<file path="src/hdl/keyed_byte_substitution_cipher_defines.svh">
// assertion macros for the rtl
`ifndef KEYED_BYTE_SUBSTITUTION_CIPHER_DEFINES_SVH
`define KEYED_BYTE_SUBSTITUTION_CIPHER_DEFINES_SVH

`ifndef NO_ASSERTIONS
// same-cycle implication
`define KBSC_ASSERT_IMPL(lbl, clk, rstn, ante, cons) \
  lbl: assert property (@(posedge clk) disable iff (!(rstn)) (ante) |-> (cons)) \
    else $error("assertion failed");
// next-cycle implication
`define KBSC_ASSERT_NEXT(lbl, clk, rstn, ante, cons) \
  lbl: assert property (@(posedge clk) disable iff (!(rstn)) (ante) |=> (cons)) \
    else $error("assertion failed");
`else
`define KBSC_ASSERT_IMPL(lbl, clk, rstn, ante, cons)
`define KBSC_ASSERT_NEXT(lbl, clk, rstn, ante, cons)
`endif

`endif

</file>
<file path="src/hdl/kbsc_pkg.sv">
package kbsc_pkg;

  localparam int unsigned MaxKeyBytesDef = 32;
  localparam int unsigned MinKeyBytesDef = 1;

  // action codes on the input tuser
  localparam logic [1:0] ACT_KEY  = 2'd0;
  localparam logic [1:0] ACT_ENC  = 2'd1;
  localparam logic [1:0] ACT_DEC  = 2'd2;
  localparam logic [1:0] ACT_RSVD = 2'd3;

  // status codes on the output tuser
  localparam logic [1:0] STS_DATA_OK = 2'd0;
  localparam logic [1:0] STS_KEY_OK  = 2'd1;
  localparam logic [1:0] STS_BAD_LEN = 2'd2;
  localparam logic [1:0] STS_NO_KEY  = 2'd3;

  typedef enum logic [1:0] {
    CMD_KEY = 2'd0,
    CMD_ENC = 2'd1,
    CMD_DEC = 2'd2
  } cmd_kind_e;

  typedef struct packed {
    cmd_kind_e  kind;
    logic [7:0] data;
    logic       last;
  } cmd_t;

endpackage

</file>
<file path="src/hdl/kbsc_back.sv">
`include "keyed_byte_substitution_cipher_defines.svh"

module kbsc_back #(
  parameter int unsigned MAX_KEY_BYTES = kbsc_pkg::MaxKeyBytesDef,
  parameter int unsigned MIN_KEY_BYTES = kbsc_pkg::MinKeyBytesDef
) (
  input  logic           clk_i,
  input  logic           rst_ni,
  input  logic           cmd_valid_i,
  input  kbsc_pkg::cmd_t cmd_i,
  output logic           cmd_pop_o,
  output logic           m_valid_o,
  input  logic           m_ready_i,
  output logic [7:0]     m_byte_o,
  output logic [1:0]     m_status_o
);

  localparam int unsigned KW = (MAX_KEY_BYTES > 1) ? $clog2(MAX_KEY_BYTES) : 1;
  localparam int unsigned CW = $clog2(MAX_KEY_BYTES + 2);
  localparam logic [CW-1:0] MaxCnt = CW'(MAX_KEY_BYTES);
  localparam logic [CW-1:0] MinCnt = CW'(MIN_KEY_BYTES);

  typedef enum logic [8:0] {
    S_IDLE  = 9'b000000001,
    S_LOOK  = 9'b000000010,
    S_CLEAR = 9'b000000100,
    S_RDKEY = 9'b000001000,
    S_MUL   = 9'b000010000,
    S_DIV   = 9'b000100000,
    S_SCAN  = 9'b001000000,
    S_TEST  = 9'b010000000,
    S_WRITE = 9'b100000000
  } state_e;

  state_e st_q, st_d;

  logic [7:0] key_mem [MAX_KEY_BYTES];
  logic [7:0] fwd_mem [256];
  logic [7:0] inv_mem [256];
  logic       taken_mem [256];
  logic [7:0] key_rd_q, fwd_rd_q, inv_rd_q;
  logic       taken_rd_q;

  logic [CW-1:0] cnt_q, cnt_d, cnt_inc, len_q, len_d;
  logic          key_ready_q, key_ready_d;
  logic [7:0]    i_q, i_d;
  logic [KW-1:0] idx_q, idx_d;
  logic [8:0]    mult_q, mult_d;
  logic [15:0]   prod_q, prod_d;
  logic [8:0]    rem_q, rem_d;
  logic [3:0]    dstep_q, dstep_d;
  logic [7:0]    v_q, v_d, seen_q, seen_d, pick_q, pick_d;
  kbsc_pkg::cmd_kind_e kind_q, kind_d;

  logic       m_valid_q, m_valid_d;
  logic [7:0] m_byte_q, m_byte_d;
  logic [1:0] m_status_q, m_status_d;

  logic       cmd_pop, out_load, key_we, look_en, tab_we;
  logic       taken_we, taken_wbit;
  logic [7:0] taken_waddr;
  logic [9:0] shifted;
  logic [9:0] divisor;

  assign cmd_pop = cmd_valid_i && (st_q == S_IDLE) && (!m_valid_q || m_ready_i);
  assign cnt_inc = (cnt_q <= MaxCnt) ? cnt_q + CW'(1) : cnt_q;
  assign key_we  = cmd_pop && (cmd_i.kind == kbsc_pkg::CMD_KEY) && (cnt_q < MaxCnt);
  assign look_en = cmd_pop && (cmd_i.kind != kbsc_pkg::CMD_KEY) && key_ready_q;
  assign tab_we  = (st_q == S_WRITE);
  assign divisor = 10'd256 - {2'b00, i_q};
  assign shifted = {rem_q, prod_q[15]};

  // taken flags: cleared by a pass before each build, set as values are picked
  assign taken_we    = (st_q == S_CLEAR) || tab_we;
  assign taken_waddr = (st_q == S_CLEAR) ? i_q : pick_q;
  assign taken_wbit  = (st_q != S_CLEAR);

  always_comb begin
    st_d        = st_q;
    cnt_d       = cnt_q;
    len_d       = len_q;
    key_ready_d = key_ready_q;
    i_d         = i_q;
    idx_d       = idx_q;
    mult_d      = mult_q;
    prod_d      = prod_q;
    rem_d       = rem_q;
    dstep_d     = dstep_q;
    v_d         = v_q;
    seen_d      = seen_q;
    pick_d      = pick_q;
    kind_d      = kind_q;
    out_load    = 1'b0;
    m_byte_d    = m_byte_q;
    m_status_d  = m_status_q;
    m_valid_d   = m_valid_q && !m_ready_i;

    unique case (st_q)
      S_IDLE: begin
        if (cmd_pop) begin
          kind_d = cmd_i.kind;
          if (cmd_i.kind == kbsc_pkg::CMD_KEY) begin
            cnt_d = cnt_inc;
            if (cmd_i.last) begin
              cnt_d = '0;
              if (cnt_inc < MinCnt || cnt_inc > MaxCnt) begin
                out_load   = 1'b1;
                m_byte_d   = 8'd0;
                m_status_d = kbsc_pkg::STS_BAD_LEN;
              end else begin
                len_d  = cnt_inc;
                i_d    = 8'd0;
                idx_d  = '0;
                mult_d = 9'd1;
                st_d   = S_CLEAR;
              end
            end
          end else if (!key_ready_q) begin
            out_load   = 1'b1;
            m_byte_d   = 8'd0;
            m_status_d = kbsc_pkg::STS_NO_KEY;
          end else begin
            st_d = S_LOOK;
          end
        end
      end
      S_LOOK: begin
        out_load   = 1'b1;
        m_byte_d   = (kind_q == kbsc_pkg::CMD_ENC) ? fwd_rd_q : inv_rd_q;
        m_status_d = kbsc_pkg::STS_DATA_OK;
        st_d       = S_IDLE;
      end
      S_CLEAR: begin
        if (i_q == 8'hff) begin
          i_d  = 8'd0;
          st_d = S_RDKEY;
        end else begin
          i_d = i_q + 8'd1;
        end
      end
      S_RDKEY: st_d = S_MUL;
      S_MUL: begin
        prod_d  = 16'(key_rd_q * mult_q);
        rem_d   = 9'd0;
        dstep_d = 4'd0;
        st_d    = S_DIV;
      end
      S_DIV: begin
        // restoring remainder, one dividend bit a cycle
        rem_d   = (shifted >= divisor) ? 9'(shifted - divisor) : shifted[8:0];
        prod_d  = {prod_q[14:0], 1'b0};
        dstep_d = dstep_q + 4'd1;
        if (dstep_q == 4'd15) begin
          v_d    = 8'd0;
          seen_d = 8'd0;
          st_d   = S_SCAN;
        end
      end
      // flag of v is read here and tested in the next cycle
      S_SCAN: st_d = S_TEST;
      S_TEST: begin
        // walk values upward, counting the free ones until the rank is hit
        v_d  = v_q + 8'd1;
        st_d = S_SCAN;
        if (!taken_rd_q) begin
          if (seen_q == rem_q[7:0]) begin
            pick_d = v_q;
            st_d   = S_WRITE;
          end else begin
            seen_d = seen_q + 8'd1;
          end
        end
      end
      S_WRITE: begin
        if (i_q == 8'hff) begin
          key_ready_d = 1'b1;
          out_load    = 1'b1;
          m_byte_d    = 8'd0;
          m_status_d  = kbsc_pkg::STS_KEY_OK;
          st_d        = S_IDLE;
        end else begin
          i_d = i_q + 8'd1;
          if (CW'(idx_q) == len_q - CW'(1)) begin
            idx_d  = '0;
            mult_d = mult_q + 9'd1;
          end else begin
            idx_d = idx_q + KW'(1);
          end
          st_d = S_RDKEY;
        end
      end
      default: st_d = S_IDLE;
    endcase

    if (out_load) begin
      m_valid_d = 1'b1;
    end
  end

  always_ff @(posedge clk_i) begin
    if (key_we) begin
      key_mem[cnt_q[KW-1:0]] <= cmd_i.data;
    end
    if (st_q == S_RDKEY) begin
      key_rd_q <= key_mem[idx_q];
    end
  end

  always_ff @(posedge clk_i) begin
    if (taken_we) begin
      taken_mem[taken_waddr] <= taken_wbit;
    end
    if (st_q == S_SCAN) begin
      taken_rd_q <= taken_mem[v_q];
    end
  end

  always_ff @(posedge clk_i) begin
    if (tab_we) begin
      fwd_mem[i_q] <= pick_q;
    end
    if (look_en) begin
      fwd_rd_q <= fwd_mem[cmd_i.data];
    end
  end

  always_ff @(posedge clk_i) begin
    if (tab_we) begin
      inv_mem[pick_q] <= i_q;
    end
    if (look_en) begin
      inv_rd_q <= inv_mem[cmd_i.data];
    end
  end

  always_ff @(posedge clk_i) begin
    len_q      <= len_d;
    i_q        <= i_d;
    idx_q      <= idx_d;
    mult_q     <= mult_d;
    prod_q     <= prod_d;
    rem_q      <= rem_d;
    dstep_q    <= dstep_d;
    v_q        <= v_d;
    seen_q     <= seen_d;
    pick_q     <= pick_d;
    kind_q     <= kind_d;
    m_byte_q   <= m_byte_d;
    m_status_q <= m_status_d;
  end

  always_ff @(posedge clk_i or negedge rst_ni) begin
    if (!rst_ni) begin
      st_q        <= S_IDLE;
      cnt_q       <= '0;
      key_ready_q <= 1'b0;
      m_valid_q   <= 1'b0;
    end else begin
      st_q        <= st_d;
      cnt_q       <= cnt_d;
      key_ready_q <= key_ready_d;
      m_valid_q   <= m_valid_d;
    end
  end

  assign cmd_pop_o  = cmd_pop;
  assign m_valid_o  = m_valid_q;
  assign m_byte_o   = m_byte_q;
  assign m_status_o = m_status_q;

  `KBSC_ASSERT_IMPL(a_pop_only_idle, clk_i, rst_ni, cmd_pop, st_q == S_IDLE)
  `KBSC_ASSERT_IMPL(a_no_overwrite, clk_i, rst_ni, out_load, !m_valid_q || m_ready_i)
  `KBSC_ASSERT_IMPL(a_seen_below_rank, clk_i, rst_ni, st_q == S_TEST, seen_q <= rem_q[7:0])
  `KBSC_ASSERT_NEXT(a_clear_to_key, clk_i, rst_ni, (st_q == S_CLEAR) && (i_q == 8'hff), st_q == S_RDKEY)
  `KBSC_ASSERT_NEXT(a_build_sets_ready, clk_i, rst_ni, tab_we && (i_q == 8'hff), key_ready_q)

endmodule

</file>
<file path="config.mk">
export PLATFORM = sky130hd
export DESIGN_NAME = kbsc_back
export DESIGN_NICKNAME = d
export VERILOG_FILES = /design/src/hdl/kbsc_pkg.sv /design/src/hdl/kbsc_back.sv
export VERILOG_INCLUDE_DIRS = /design/src /design/src/hdl
export SDC_FILE = /design/constraint.sdc
export NUM_CORES = 2
export LEC_CHECK = 0
export BUFFER_PORTS_ARGS = -buffer_cell sky130_fd_sc_hd__buf_2
export CAP_MARGIN = 20
export CORE_ASPECT_RATIO = 1.75
export CORE_MARGIN = 2
export CORE_UTILIZATION = 60
export CTS_CLUSTER_DIAMETER = 120
export DETAILED_ROUTE_END_ITERATION = 8
export MAX_ROUTING_LAYER = met4
export PLACE_DENSITY_LB_ADDON = 0.2
export SLEW_MARGIN = 20
export SYNTH_ARGS = -nofsm -noshare
export SYNTH_HDL_FRONTEND = slang
export SYNTH_MEMORY_MAX_BITS = 65536
export SYNTH_SLANG_ARGS = --single-unit
</file>
<file path="constraint.sdc">
create_clock -name clk_i -period 7.07 [get_ports clk_i]
set_input_delay 0.707 -clock clk_i [delete_from_list [all_inputs] [get_ports clk_i]]
set_output_delay 0.707 -clock clk_i [all_outputs]
set_load 0.005 [all_outputs]
</file>
==> summary.md <==
| Metric | Value |
|---|---|
| Status | finished, final reports clean |
| Avg Inst Size Synth | 20.96 um2 |
| Min Tclk post-route | 4.980 ns |
| Wire length of the first global-routing pass | 661.2 mm |
| Pre-antenna DRT Iters | 6 |
| Number of gates resized after cts | 0 |
| Starting density of the core | 60.19% |
| Worst-margin pin slew | 1.208 ns |
| Final Hold Fails | 0 |
| Most frequent cells in the layout | edfxtp_1 (4726), mux4_2 (1259), nor2_1 (916) |
| CTS clk-pin slew, worst paths | 0.07 ns |
| Number of setup violations in the final report | 0 |
| Grt met3 use | 4.043% |
| Row count | 272 |
| Clk sinks | 4743 |
| Routed length per instance | 33.92 um |
| Relative slew slack | 19.23% |
| Synthesis-to-layout area growth | 9.568% |
| Clk_skew | 0.05206 ns |
| Port Buf Inserts | 26 |
| Final Max Slew Viols | 0 |
| Final hold slack | 0.1748 ns |
| Most used routing layer | met2 |
| Via density per instance | 6.635 |
| Clk buf depth | 4 |
| CTS H-tree depth | 5 |
| Worst-Skew Late Latency | 0.96 ns |
| Worst VDD drop | 0.2447 mV |
| Post-place setup slack | 2.088 ns |
| DRC violations left | 0 |
| Final net count | 9193 |
| Initial antenna violation count | 14 |
| Post-synth EDFFs | 4726 |
| Height of the die | 745.0 um |
| Postcts setup bufs | 0 |
| Mapped Cells | 8983 |
| Vias in the first global route | 93.36k |
| WL final | 459.1 mm |
| Most common cell after layout, fill and taps aside | edfxtp_1 |
| Yosys warns | 0 |
| Kind of critical path | register to register |
| Leakage | 0.06967 uW |
| Pwr/cell area | 289.6 nW/um2 |
| Layout fillers | 19.71k |
| Worst Slack Setup Final | 2.090 ns |
| Placer Congestion | 0.8770 |
| CTS Buf Count | 401 |
| Die width | 427.4 um |
| Hold WC Path Type | input port to register |
| Post-CTS Hold Buffers | 3 |
| Tcrit/Tclk final | 70.44% |
| Syn Nets | 9098 |
| Met2 Use GR | 51.88% |
| Mapped cell area | 188300 um2 |
| Post-synthesis sequential area ratio | 75.61% |
| CP required | 7.71 ns |
| Core Area | 312800 um2 |
| HPWL after detailed placement | 289.9 mm |
| Tot Pwr | 59730 uW |
| DRT iter0 DRCs | 9887 |
| Crit path DAT | 5.62 ns |
| Largest net degree at the start of global routing | 199 |
| TritonCTS clock tree | built |
| Synthesized flop and latch total | 4743 |
| Crit-path max FO | 11 |
| Final ANT Viol Nets | 0 |
| Share of post-route cells with drive strength above 1 | 22.66% |
| Distinct cell type count after synthesis | 69 |
| Boundary Pins | 27 |
| Crit. End Element | register |
| Unrepaired setup endpoints after global routing | false |
| Ys async rst share | 0.3584% |
| Overall routing resource usage | 30.14% |
| Number of max-cap violations | 0 |
| Die Area | 318400 um2 |
| M1 GR Usage | 33.84% |
| Max Fclk | 200.8 MHz |
| Setup TNS | 0 ns |
| Startpoint types | register |
| Clock root buffer | clkbuf_16 |
| Grt ovf | 0 |
| Vias | 89.81k |
| Synth Flop Type | edfxtp_1 |
## path summary, 6_finish.rpt
kind,startpoint,slack (ns),end,depth (start not counted)
max,mult_q[3],2.09,prod_q[14],16
min,cmd_i[0],0.17,cnt_q[5],2
max reg2reg,mult_q[3],2.09,prod_q[14],16
min reg2reg,taken_rd_q,0.51,st_q[8],1
max in group asynchronous,rst_ni,6.35,st_q[0],2
min in group asynchronous,rst_ni,0.36,st_q[7],2
## worst max-delay path, cell delays in order (launching register included)
cell      delay, ns
edfxtp_1       0.57
and2_1         0.26
fa_1           0.58
fa_1           0.47
fa_1           0.51
inv_1          0.06
fa_1           0.48
inv_1          0.05
ha_1           0.22
nor3_1         0.18
o211ai_1       0.14
a31oi_1        0.31
nor2b_1        0.09
o21a_1         0.20
o41ai_1        0.32
xor2_1         0.17
o21ai_0        0.10
## logic make-up (layout without fill, tap and decap cells)
| group | Yosys count | count (layout) | synth area share, % |
|---|---|---|---|
| compound gates | 407 | 407 | 1.508 |
| xor+xnor | 72 | 72 | 0.3350 |
| fa+ha+maj | 100 | 100 | 0.8321 |
| buf+inv | 611 | 1038 | 1.433 |
| flops | 4743 | 4743 | 75.61 |
| mux | 1616 | 1616 | 16.97 |
| other cells | 0 | 16 | 0 |
| simple gates | 1434 | 1434 | 3.313 |
## power by group
part           switching (uW)  internal (uW)
clock network           10000          12100
logic                    3770           1660
registers                 136          32000
total                   13900          45800
## final cells by class
| cell class | count | area [um2] | area share [%] |
|---|---|---|---|
| antenna | 16 | 40.04 | 0.01941 |
| clock buffer | 473 | 10430 | 5.057 |
| clock inverter | 262 | 2479 | 1.202 |
| inverter | 80 | 305.3 | 0.1480 |
| multi-input combinational | 3629 | 43350 | 21.02 |
| sequential | 4743 | 142300 | 69.01 |
| tap | 4110 | 5142 | 2.493 |
| timing repair buffer | 223 | 2171 | 1.052 |
## registers in the layout, summed over array words and instances (netlist names), 9 cells and up
name,count
fwd_mem,2048
inv_mem,2048
key_mem,256
taken_mem,256
prod_q,16
mult_q,9
rem_q,9
st_q,9
## synthesized netlist by cell type (all sizes together) (3+ instances only)
master	count	share of area, %
nand3	49	0.13
edfxtp	4726	75
nor4	14	0.053
a22oi	137	0.55
inv	80	0.16
ha	58	0.39
nor3b	8	0.035
nand2	165	0.33
dfrtp	16	0.21
xnor2	25	0.12
nand4	44	0.15
a31oi	20	0.066
o211ai	35	0.14
a22o	3	0.014
a211o	16	0.074
xor2	47	0.22
or3	3	0.013
o21ai	28	0.080
mux4	1259	15
and3	8	0.027
nor3	34	0.096
and2	66	0.22
nand2b	47	0.16
clkbuf	274	0.55
mux2	8	0.048
a211oi	40	0.16
mux2i	349	1.9
buf	257	0.73
or3b	4	0.019
nor2	926	1.8
a21oi	54	0.14
nor2b	26	0.086
o31a	3	0.014
o22ai	37	0.12
o221ai	3	0.014
o31ai	9	0.036
fa	42	0.45
nand3b	13	0.054
or2	19	0.063
o21a	4	0.016
## metrics by stage
stage	util, %	cell area [um2]	instances
2_1_floorplan	-	188300	8983
3_3_place_gp	61.75	193100	12780
3_5_place_dp	61.77	193200	12780
4_1_cts	65.91	206100	13520
5_1_grt	65.94	206200	13530
6_report	65.95	206300	13540
## routing by layer
metal	wire, um	up-vias
li1	-	37050
met1	151100	47780
met2	248100	3960
met3	29150	1013
met4	30730	0
met5	0	-
Note: power is estimated with default switching activity, not from simulation.
