## config.mk

```make
export PLATFORM = sky130hd
export DESIGN_NAME = kbsc_front
export DESIGN_NICKNAME = d
export VERILOG_FILES = /design/src/hdl/keyed_byte_substitution_cipher_defines.svh /design/src/hdl/kbsc_pkg.sv /design/src/hdl/kbsc_front.sv
export SDC_FILE = /design/constraint.sdc
export NUM_CORES = 1
export LEC_CHECK = 0
export ABC_AREA = 1
export BUFFER_PORTS_ARGS = -buffer_cell sky130_fd_sc_hd__buf_2
export CORE_MARGIN = 2
export CORE_UTILIZATION = 30
export DETAILED_ROUTE_END_ITERATION = 10
export GPL_TIMING_DRIVEN = 0
export PLACE_DENSITY = 0.52
export SLEW_MARGIN = 30
export SYNTH_ARGS = -nofsm -noshare
export SYNTH_HDL_FRONTEND = slang
export SYNTH_SLANG_ARGS = --single-unit
```

## constraint.sdc

```tcl
create_clock -name clk_i -period 2.7 [get_ports clk_i]
set_input_delay 0.135 -clock clk_i [delete_from_list [all_inputs] [get_ports clk_i]]
set_output_delay 0.135 -clock clk_i [all_outputs]
set_load 0.005 [all_outputs]
```

## src/hdl/keyed_byte_substitution_cipher_defines.svh

```systemverilog
// assertion macros for the rtl
`ifndef KEYED_BYTE_SUBSTITUTION_CIPHER_DEFINES_SVH
`define KEYED_BYTE_SUBSTITUTION_CIPHER_DEFINES_SVH

`ifndef NO_ASSERTIONS
// same-cycle implication
`define KBSC_ASSERT_IMPL(lbl, clk, rstn, ante, cons) \
  lbl: assert property (@(posedge clk) disable iff (!(rstn)) (ante) |-> (cons)) \
    else $error("assertion failed");
// next-cycle implication
`define KBSC_ASSERT_NEXT(lbl, clk, rstn, ante, cons) \
  lbl: assert property (@(posedge clk) disable iff (!(rstn)) (ante) |=> (cons)) \
    else $error("assertion failed");
`else
`define KBSC_ASSERT_IMPL(lbl, clk, rstn, ante, cons)
`define KBSC_ASSERT_NEXT(lbl, clk, rstn, ante, cons)
`endif

`endif

```

## src/hdl/kbsc_pkg.sv

```systemverilog
package kbsc_pkg;

  localparam int unsigned MaxKeyBytesDef = 32;
  localparam int unsigned MinKeyBytesDef = 1;

  // action codes on the input tuser
  localparam logic [1:0] ACT_KEY  = 2'd0;
  localparam logic [1:0] ACT_ENC  = 2'd1;
  localparam logic [1:0] ACT_DEC  = 2'd2;
  localparam logic [1:0] ACT_RSVD = 2'd3;

  // status codes on the output tuser
  localparam logic [1:0] STS_DATA_OK = 2'd0;
  localparam logic [1:0] STS_KEY_OK  = 2'd1;
  localparam logic [1:0] STS_BAD_LEN = 2'd2;
  localparam logic [1:0] STS_NO_KEY  = 2'd3;

  typedef enum logic [1:0] {
    CMD_KEY = 2'd0,
    CMD_ENC = 2'd1,
    CMD_DEC = 2'd2
  } cmd_kind_e;

  typedef struct packed {
    cmd_kind_e  kind;
    logic [7:0] data;
    logic       last;
  } cmd_t;

endpackage

```

## src/hdl/kbsc_front.sv

```systemverilog
module kbsc_front (
  input  logic          clk_i,
  input  logic          rst_ni,
  input  logic          s_valid_i,
  output logic          s_ready_o,
  input  logic [1:0]    s_action_i,
  input  logic [7:0]    s_data_i,
  input  logic          s_last_i,
  output logic          cmd_valid_o,
  output kbsc_pkg::cmd_t cmd_o,
  input  logic          cmd_pop_i
);

  kbsc_pkg::cmd_t q_mem [2];
  logic       wr_ptr_q, wr_ptr_d;
  logic       rd_ptr_q, rd_ptr_d;
  logic [1:0] cnt_q, cnt_d;
  logic       keep;
  logic       push;
  kbsc_pkg::cmd_t cmd_in;

  // classify; unused action code is taken and dropped
  always_comb begin
    keep        = 1'b1;
    cmd_in.kind = kbsc_pkg::CMD_KEY;
    cmd_in.data = s_data_i;
    cmd_in.last = s_last_i;
    unique case (s_action_i)
      kbsc_pkg::ACT_KEY: cmd_in.kind = kbsc_pkg::CMD_KEY;
      kbsc_pkg::ACT_ENC: cmd_in.kind = kbsc_pkg::CMD_ENC;
      kbsc_pkg::ACT_DEC: cmd_in.kind = kbsc_pkg::CMD_DEC;
      default:           keep = 1'b0;
    endcase
  end

  assign s_ready_o   = (cnt_q != 2'd2);
  assign push        = s_valid_i && s_ready_o && keep;
  assign cmd_valid_o = (cnt_q != 2'd0);
  assign cmd_o       = q_mem[rd_ptr_q];

  always_comb begin
    wr_ptr_d = push ? ~wr_ptr_q : wr_ptr_q;
    rd_ptr_d = cmd_pop_i ? ~rd_ptr_q : rd_ptr_q;
    cnt_d    = cnt_q + {1'b0, push} - {1'b0, cmd_pop_i};
  end

  always_ff @(posedge clk_i) begin
    if (push) begin
      q_mem[wr_ptr_q] <= cmd_in;
    end
  end

  always_ff @(posedge clk_i or negedge rst_ni) begin
    if (!rst_ni) begin
      wr_ptr_q <= 1'b0;
      rd_ptr_q <= 1'b0;
      cnt_q    <= 2'd0;
    end else begin
      wr_ptr_q <= wr_ptr_d;
      rd_ptr_q <= rd_ptr_d;
      cnt_q    <= cnt_d;
    end
  end

endmodule

```

==> summary.txt, run 1 <==
Timing
  • Worst setup margin: 1170 ps
  • Pins over their slew limit: 0
  • Min Tclk post-route: 1530 ps
  • Final setup violating endpoints: 0
  • RSZ-0062 raised after global routing: no
  • Setup TNS: 0 ps
  • Highest clock rate: 653 MHz
  • Clock Skew: 3.67 ps
  • Least-Margin Pin Slew: 624 ps
  • Period utilisation layout: 0.567
  • Worst slew margin: 0.584
  • Final-report hold violation count: 0

Floorplanning
  • Row cnt: 21
  • Chip width: 63.7 µm
  • Initial core utilization: 0.315
  • Core ar.: 3390 µm²
  • Die H: 63.7 µm
  • I/O pin cnt: 28
  • Die ar.: 4060 µm²

Detailed routing
  • Via count: 634
  • Wire length per cell: 10.7 µm
  • Post-Route WL: 1650 µm
  • DRT iter0 DRCs: 29
  • Drt pass-1 iters: 4
  • # DRC: 0
  • Post-DRT Antenna Nets: 0
  • Drt via density: 4.12

Place
  • RD Place Congestion: 0.626
  • IO buf count: 27
  • HPWL after DPL: 1190 µm
  • Place WS: 908 ps
  • Dpl cells: 141

Synthesis
  • Mean Syn Cell Area: 15.7 µm²
  • Post-synth EDFFs: 22
  • Top-count cell post-synth: edfxtp_1
  • Sequential cell area fraction in the yosys report: 0.712
  • Top post-synthesis cells by area: edfxtp_1 62%, mux2_4 13%, dfrtp_1 9.4%, nand2_1 3.5%, inv_1 3.2%
  • Post-Syn Instances: 68
  • Post-synth top area cell: edfxtp_1
  • Distinct cell type count after synthesis: 14
  • Mapped cell area: 1070 µm²
  • Async S/R FF share, synth: 0.154
  • Dominant synthesized flop cell: edfxtp_1
  • Ys Warns: 0
  • Syn_nets: 84
  • Synth top area share: 0.618
  • Top post-synthesis cells by count: 22 x edfxtp_1, 10 x nand2_1, 9 x inv_1, 9 x mux2_4, 5 x nor2_1
  • Yosys reg bits: 26

Power and ir drop
  • Sw Ratio: 0.294
  • Part of the power in the clock network: 0.137
  • Max VDD drop: 0.295 mV
  • Part of the power in registers: 0.497
  • Psw: 0.000338 W
  • PD cells: 833 nW/µm²
  • Total Power: 0.00115 W
  • Leakage: 0.604 nW
  • Comb power frac: 0.366
  • P_int: 0.000813 W

Global routing
  • Antenna violations before repair: 0
  • Vias in the first global route: 633
  • First-pass GRT wire length: 2740 µm
  • Gr ovfl total: 0
  • Largest net degree at the start of global routing: 15
  • Gr usage total: 0.0908

Final layout
  • Post-route insts no fill: 154
  • Area growth from synthesis to layout: 29.4%
  • Post-Route Utilization: 0.408
  • Total Nets Final: 125
  • Ant. Diodes: 0
  • Share of layout cells above drive strength 1: 0.426

Worst hold path
  • Hold path startpoint: s_data_i[0]
  • Worst Hold Class: input port to flop
  • WHS Endpoint: q_mem[0][1]
  • Hold path depth: 1

Critical path
  • Worst R2R Start: cnt_q[1]
  • Worst Path Max Fanout: 12
  • R2r setup slk: 1170 ps
  • R2R depth: 3
  • Startpoint types: flop
  • Reg-to-Reg End: q_mem[1][1]
  • Req. time, crit path: 2660 ps
  • Critical path endpoint category: flop
  • Crit path from: cnt_q[1]
  • CP Class: flop to flop
  • Worst endpoint data arrival time: 1490 ps

Clocking
  • Total CTS buffers: 3
  • Clock slew at reported path FFs: 120 ps
  • CTS max path bufs: 2
  • Clock Sinks: 26
  • CTS tree: built
  • CTS root buffer: clkbuf_4
  • H-tree depth: 1
  • Post-CTS sizing: 0
  • Clk_lat worst skew: 310 ps
  • # Post-CTS Setup Buffers: 0

Job
  • Max-cap viol count: 0

Outcome
  • Status: finished, final reports clean
==> stage by stage <==
stage	hold WS [ps]	instance area [µm²]
2_1_floorplan	-161	1070
3_3_place_gp	-54.7	1260
3_5_place_dp	-48.8	1260
4_1_cts	1.66	1350
5_1_grt	7.37	1380
6_report	19.2	1380
==> layout by cell type (no fill, tap or decap), drive strengths merged <==
cell,instances
dfrtp,4
nor2,5
xor2,1
clkinv,1
mux2,11
dlygate4sd3,9
buf,28
inv,9
nand4,1
clkbuf,3
nand3,2
edfxtp,22
nand2,11
ha,1
==> layer usage <==
layer,part of all wire,GRT usage
met4,0.015,0.0408
met5,0,0
met1,0.44,0.107
met3,0.049,0.0232
met2,0.50,0.155
==> worst max-delay path by stage <==
stage	to	slack (ps)	cells past startpoint
global route	q_mem[1][1]	1040	3
finish	q_mem[1][1]	1170	3
floorplan	q_mem[1][0]	1210	3
CTS	q_mem[0][6]	880	3
detailed placement	q_mem[0][6]	910	3
global placement	q_mem[1][6]	900	3
==> sequential cells by signal, indices dropped and copies added (netlist names) <==
register  flops
q_mem        22
cnt_q         2
rd_ptr_q      1
wr_ptr_q      1
==> critical path, cell delays in order (launching register included) <==
cell	delay, ps
dfrtp_1	430
nand2_2	100
nand3_2	130
nor2_2	520
==> power by group through the flow <==
stage	sequential, W	combinational [W]	clock [W]
6_report	0.000572	0.000421	0.000158
2_1_floorplan	0.000571	0.000284	0
5_1_grt	0.000580	0.000470	0.000182
4_1_cts	0.000572	0.000427	0.000167
3_3_place_gp	0.000577	0.000407	0
3_5_place_dp	0.000580	0.000421	0
==> final cells by class <==
cell class	count	area, µm²
repair buffers	36	225
well taps	46	57.6
clock inverters	1	3.75
inverters	9	33.8
plain buffers	1	11.3
multi-input cells	32	268
fillers	334	2010
clock buffers	3	22.5
flip-flops and latches	26	761
==> kinds of logic after synthesis <==
group,after synthesis,synth area share
xor gates and xnor gates,1,0.00820
adders and majority gates,1,0.0117
buffers and inverters,10,0.0422
DFF,26,0.712
muxes,11,0.148
and+or+nand+nor,19,0.0785
==> timing repair <==
action / CTS / global route
endpoints found under the setup margin: 0 / 0
hold buffers: 6 / 3
hold endpoints to repair: 14 / 6
(Power assumes the default switching activity.)
==> run 2: changes to the inputs <==
- ABC_AREA: 1 -> 0
- PLACE_DENSITY: 0.52 -> 0.54
- clock period: 2.7 -> 1.25 ns (I/O delays scaled with it)
==> summary.txt, run 2 <==
Final layout
  • Commonest non-fill, non-tap cell in the layout: edfxtp_1
  • Post-route insts no fill: 154 (unchanged)
  • Ant. Diodes: 0 (unchanged)
  • Post-Route Utilization: 0.490 (+0.0818)
  • Total Nets Final: 125 (unchanged)
  • Largest Register: q_mem
  • Reg area: 761 µm² (unchanged)
  • Most frequent cells in the layout: 22 x edfxtp_1, 17 x buf_2, 14 x buf_6, 11 x dlygate4sd3_1, 9 x mux2_4
  • Multi-input gate area: 332 µm² (+24%)
  • Fill cells: 300 (-10%)
  • Max reg flops: 22 (unchanged)
  • Biggest regs: q_mem: 22 flops, cnt_q: 2 flops
  • Final instance area: 1630 µm² (+18%)
  • Share of layout cells above drive strength 1: 0.574 (+0.148)
  • Area growth from synthesis to layout: 57.9%

Synthesis
  • Distinct cell type count after synthesis: 15 (+1)
  • Synth top area share: 0.638 (+0.0202)
  • Ys Warns: 0 (unchanged)
  • Mean Syn Cell Area: 18.8 µm² (+20%)
  • Yosys reg bits: 26 (unchanged)
  • Top post-synthesis cells by count: 22 x edfxtp_1, 11 x mux2_2, 4 x dfrtp_1, 4 x xnor2_1
  • Post-Syn Instances: 55 (-19%)
  • Sequential cell area fraction in the yosys report: 0.735 (+0.0232)
  • Dominant synthesized flop cell: edfxtp_1
  • Async S/R FF share, synth: 0.154 (unchanged)
  • Mapped cell area: 1030 µm² (-3.2%)
  • Top post-synthesis cells by area: edfxtp_1 64%, mux2_2 12%, dfrtp_1 9.7%, xnor2_1 3.4%, a31oi_4 2.1%
  • Top-count cell post-synth: edfxtp_1
  • Post-synth EDFFs: 22 (unchanged)
  • Post-synth top area cell: edfxtp_1
  • Syn_nets: 71 (-15%)

Critical path
  • R2R depth: 5 (+2)
  • Crit path from: rd_ptr_q
  • Crit path to: cmd_o[9]
  • R2r setup slk: -90 ps (-1260 ps)
  • Reg-to-Reg End: q_mem[0][1]
  • CP Class: flop to output port
  • Worst Path Max Fanout: 5 (-7)
  • Worst R2R Start: cnt_q[1]
  • Req. time, crit path: 1190 ps (-1470 ps)
  • Critical path endpoint category: output port
  • Worst endpoint data arrival time: 1330 ps (-160 ps)
  • Startpoint types: flop

Place
  • Dpl cells: 128 (-9.2%)
  • IO buf count: 27 (unchanged)
  • Place WS: -304 ps (-1210 ps)
  • HPWL after DPL: 1140 µm (-3.8%)
  • DP Area: 1240 µm² (-1.7%)
  • RD Place Congestion: 0.603 (-3.6%)

Global routing
  • Largest net degree at the start of global routing: 15 (unchanged)
  • Vias in the first global route: 689 (+8.8%)
  • Antenna violations before repair: 0 (unchanged)
  • Gr usage total: 0.110 (+0.0188)
  • Gr ovfl total: 0 (unchanged)
  • First-pass GRT wire length: 3240 µm (+18%)

Worst hold path
  • Hold path startpoint: s_action_i[1]
  • Worst Hold Class: input port to flop
  • Hold path depth: 2 (+1)

Detailed routing
  • Drt via density: 4.24 (+3.0%)
  • Wire length per cell: 12.4 µm (+15%)
  • Via count: 653 (+3.0%)
  • Post-Route WL: 1900 µm (+15%)
  • Drt pass-1 iters: 3 (-1)
  • Post-DRT Antenna Nets: 0 (unchanged)
  • # DRC: 0 (unchanged)
  • DRT iter0 DRCs: 24 (-17%)

Timing
  • Worst slew margin: 0.875 (+0.292)
  • Min Tclk post-route: 1390 ps
  • RSZ-0062 raised after global routing: yes
  • Clock Skew: 5.28 ps (+1.60 ps)
  • Worst setup margin: -138 ps (-1310 ps)
  • Final-report hold violation count: 0 (unchanged)
  • Pins over their slew limit: 0 (unchanged)
  • Least-Margin Pin Slew: 186 ps (-437 ps)
  • Final setup violating endpoints: 35 (+35)
  • Highest clock rate: 721 MHz
  • Period utilisation layout: 1.11

Floorplanning
  • Die ar.: 3940 µm² (-3.0%)
  • Die H: 62.7 µm (-1.5%)
  • Initial core utilization: 0.310 (-0.00516)
  • I/O pin cnt: 28 (unchanged)
  • Core ar.: 3340 µm² (-1.6%)
  • Row cnt: 21 (unchanged)
  • Chip width: 62.7 µm (-1.5%)

Clocking
  • CTS max path bufs: 2 (unchanged)
  • CTS tree: built
  • Clock slew at reported path FFs: 130 ps (about the same)
  • Clock Sinks: 26 (unchanged)
  • Clk_lat worst skew: 310 ps (about the same)
  • H-tree depth: 1 (unchanged)
  • CTS root buffer: clkbuf_4
  • Total CTS buffers: 3 (unchanged)

Power and ir drop
  • Part of the power in registers: 0.400 (-0.097)
  • Comb power frac: 0.491 (+0.125)
  • Sw Ratio: 0.278 (-0.0154)
  • Psw: 0.000880 W (+160%)
  • P_int: 0.00228 W (+180%)
  • Leakage: 0.666 nW (+10%)
  • PD cells: 1940 nW/µm² (+130%)
  • Max VDD drop: 0.936 mV (+220%)
  • Part of the power in the clock network: 0.109 (-0.028)

Outcome
  • Status: complete, but fails checks
  • Violated checks: setup timing

Job
  • Max-cap viol count: 0 (unchanged)
[run 2: area by class of cell]
class / count / area share
well taps: 46 / 0.0352
plain buffers: 1 / 0.00689
clock inverters: 1 / 0.00230
clock buffers: 3 / 0.0138
inverters: 2 / 0.00459
flip-flops and latches: 26 / 0.466
multi-input cells: 26 / 0.203
repair buffers: 49 / 0.269
[run 2: what timing repair did]
action,in CTS,in global routing
hold buffers,11,0
endpoints found under the setup margin,36,35
hold endpoints to repair,23,0
buffers inserted,10,0
cloned,1,0
gates resized for setup,20,8
pin swaps,4,0
[run 2: worst max-delay path, stage by stage (launching register included)]
cell     delay (ps)
dfrtp_1         440
buf_6           160
mux2_4          300
buf_6           110
[run 2: power by group through the flow]
stage,logic (W),clock network [W],registers [W]
6_report,0.00155,0.000344,0.00127
5_1_grt,0.00168,0.000389,0.00129
4_1_cts,0.00146,0.000367,0.00126
3_5_place_dp,0.000862,0,0.00128
3_3_place_gp,0.000842,0,0.00127
2_1_floorplan,0.000574,0,0.00126
[run 2: how the worst min path moves through the flow]
stage | to | slack [ps]
3_3_place_gp | cnt_q[0] | -130
4_1_cts | q_mem[0][9] | 30
2_1_floorplan | cnt_q[0] | -230
6_report | q_mem[0][9] | 50
5_1_grt | q_mem[1][9] | 50
3_5_place_dp | cnt_q[1] | -120
[run 2: per-layer routing]
layer | global-route usage | up-vias | wire length, µm
met5 | 0 | - | 0
met4 | 0.0500 | 0 | 15
met1 | 0.134 | 328 | 797
met3 | 0.0234 | 2 | 80
li1 | - | 306 | -
met2 | 0.185 | 17 | 1010
[run 2: cells by family (layout without fill, tap and decap cells)]
| logic type | Yosys count | in the layout | share of synthesized area |
|---|---|---|---|
| compound gates | 1 | 1 | 0.0206 |
| mux | 11 | 11 | 0.120 |
| simple gates | 8 | 8 | 0.0520 |
| fa+ha+maj | 1 | 1 | 0.0121 |
| xor+xnor | 5 | 5 | 0.0423 |
| buf+inv | 3 | 56 | 0.0181 |
| flops | 26 | 26 | 0.735 |
[run 2: stage by stage]
| stage | hold slack (ps) | total power, W | TNS [ps] |
|---|---|---|---|
| 2_1_floorplan | -233 | 0.00183 | -1220 |
| 3_3_place_gp | -126 | 0.00211 | -5850 |
| 3_5_place_dp | -122 | 0.00214 | -6490 |
| 4_1_cts | 32.9 | 0.00309 | -3140 |
| 5_1_grt | 48.5 | 0.00335 | -4770 |
| 6_report | 50.7 | 0.00316 | -3220 |
==> run 3: changes to the inputs <==
- CORE_UTILIZATION: 30 -> 40
- PLACE_DENSITY: 0.54 -> 0.68
==> summary.txt, run 3 (synthesized netlist as in run 2, its figures left out) <==
Timing
  • Clock Skew: 4.96 ps (-0.321 ps)
  • Min Tclk post-route: 1380 ps (-11.6 ps)
  • RSZ-0062 raised after global routing: yes
  • Least-Margin Pin Slew: 190 ps (+3.64 ps)
  • Period utilisation layout: 1.10 (-0.00931)
  • Final-report hold violation count: 0 (unchanged)
  • Worst setup margin: -126 ps (+11.6 ps)
  • Worst slew margin: 0.873 (-0.00243)
  • Final setup violating endpoints: 35 (unchanged)
  • Pins over their slew limit: 0 (unchanged)
  • WHS: 45.2 ps (-5.51 ps)
  • Highest clock rate: 727 MHz (+0.85%)

Final layout
  • Most frequent cells in the layout: 26 x buf_2, 22 x edfxtp_1, 11 x mux2_2, 11 x dlygate4sd3_1
  • Ant. Diodes: 0 (unchanged)
  • Commonest non-fill, non-tap cell in the layout: buf_2
  • Fill cells: 190 (-37%)
  • Max reg flops: 22 (unchanged)
  • Share of layout cells above drive strength 1: 0.578 (+0.00391)
  • Total Nets Final: 126 (+0.80%)
  • Area growth from synthesis to layout: 47.2%
  • Final instance area: 1520 µm² (-6.8%)
  • Largest Register: q_mem
  • Biggest regs: q_mem: 22 flops, cnt_q: 2 flops
  • Reg area: 761 µm² (unchanged)
  • Multi-input gate area: 298 µm² (-10%)

Critical path
  • Startpoint types: flop
  • Critical path endpoint category: output port
  • CP delay by family, top: flip-flops
  • R2R depth: 5 (unchanged)
  • Worst endpoint data arrival time: 1310 ps (-20 ps)
  • Worst path depth: 3 (unchanged)
  • Number of buffers and inverters on the critical path: 2 (unchanged)
  • Worst Path Max Fanout: 10 (+5)
  • Slowest stage cell, crit path: dfrtp_1
  • Req. time, crit path: 1190 ps (about the same)
  • Critical Path, Cell by Cell: buf_6, mux2_2, buf_2
  • Crit-path max cell delay: 390 ps (-50 ps)
  • CP Class: flop to output port

Detailed routing
  • Via count: 627 (-4.0%)
  • Wire length per cell: 12.3 µm (-0.39%)
  • # DRC: 0 (unchanged)
  • Post-DRT Antenna Nets: 0 (unchanged)
  • Post-Route WL: 1710 µm (-10%)
  • DRT iter0 DRCs: 16 (-33%)
  • Drt pass-1 iters: 4 (+1)
  • Drt via density: 4.51 (+6.4%)

Global routing
  • First-pass GRT wire length: 2620 µm (-19%)
  • Antenna violations before repair: 0 (unchanged)
  • Gr ovfl total: 0 (unchanged)
  • Gr usage total: 0.130 (+0.0200)
  • Largest net degree at the start of global routing: 15 (unchanged)
  • Vias in the first global route: 625 (-9.3%)

Power and ir drop
  • Total Power: 0.00287 W (-9.3%)
  • PD cells: 1880 nW/µm² (-2.6%)
  • Max VDD drop: 1.11 mV (+18%)
  • Leakage: 0.609 nW (-8.5%)

Outcome
  • Violated checks: setup timing
  • Status: complete, but fails checks

Place
  • HPWL after DPL: 1170 µm (+2.1%)
  • Place WS: -261 ps (+43.3 ps)
  • RD Place Congestion: 0.615 (+2.0%)
  • DP Area: 1220 µm² (-1.6%)
  • IO buf count: 27 (unchanged)

Clocking
  • Clock Sinks: 26 (unchanged)
  • Clk_lat worst skew: 310 ps (about the same)
  • Clock slew at reported path FFs: 130 ps (about the same)
  • CTS max path bufs: 2 (unchanged)
  • H-tree depth: 1 (unchanged)
  • CTS root buffer: clkbuf_4
  • CTS tree: built
  • Total CTS buffers: 3 (unchanged)

Floorplanning
  • I/O pin cnt: 28 (unchanged)
  • Initial core utilization: 0.422 (+0.111)
  • Chip width: 54.9 µm (-13%)
  • Die H: 54.9 µm (-13%)
  • Die ar.: 3010 µm² (-24%)
  • Row cnt: 18 (-14%)
  • Core ar.: 2450 µm² (-26%)

Worst hold path
  • Worst Hold Class: input port to flop
  • Hold path depth: 2 (unchanged)

Job
  • Max-cap viol count: 0 (unchanged)
## run 3: report_power, final
part	switching, W	internal (W)
registers	0.0000867	0.00116
clock network	0.000231	0.000117
logic	0.000484	0.000794
total	0.000801	0.00207
## run 3: layer usage
metal	wire length (µm)	vias up	GRT usage
met5	0	-	0
met4	17	0	0.0625
met3	79	2	0.0191
met2	921	20	0.236
met1	692	295	0.146
li1	-	310	-
## run 3: cell type report
cell class | count | share of cell area
Sequential cell | 26 | 0.500
Timing Repair Buffer | 50 | 0.251
Multi-Input combinational cell | 26 | 0.196
Tap cell | 30 | 0.0247
Clock buffer | 3 | 0.0148
Buffer | 1 | 0.00740
Inverter | 2 | 0.00493
Clock inverter | 1 | 0.00247
## run 3: path summary, 6_finish.rpt
kind	startpoint	endpoint	slack, ps
max	rd_ptr_q	cmd_o[9]	-130
max reg2reg	cnt_q[1]	q_mem[1][1]	-90
min	s_action_i[1]	q_mem[0][9]	50
min reg2reg	wr_ptr_q	wr_ptr_q	570
min in group asynchronous	rst_ni	wr_ptr_q	70
max in group asynchronous	rst_ni	rd_ptr_q	1050
## run 3: timing repair
action                     in CTS  in global routing
hold endpoints to repair       23                  0
setup buffers                  10                  2
gates cloned                    0                  0
pin swaps                       5                  0
hold buffers                   11                  0
gates resized for setup         9                  1
setup endpoints to repair      36                 35
## run 3: through the flow
step | TNS (ps) | util | std cells
2_1_floorplan | -1220 | - | 55
3_3_place_gp | -5530 | 0.498 | 112
3_5_place_dp | -5660 | 0.498 | 112
4_1_cts | -3010 | 0.613 | 137
5_1_grt | -5090 | 0.620 | 139
6_report | -2730 | 0.620 | 139
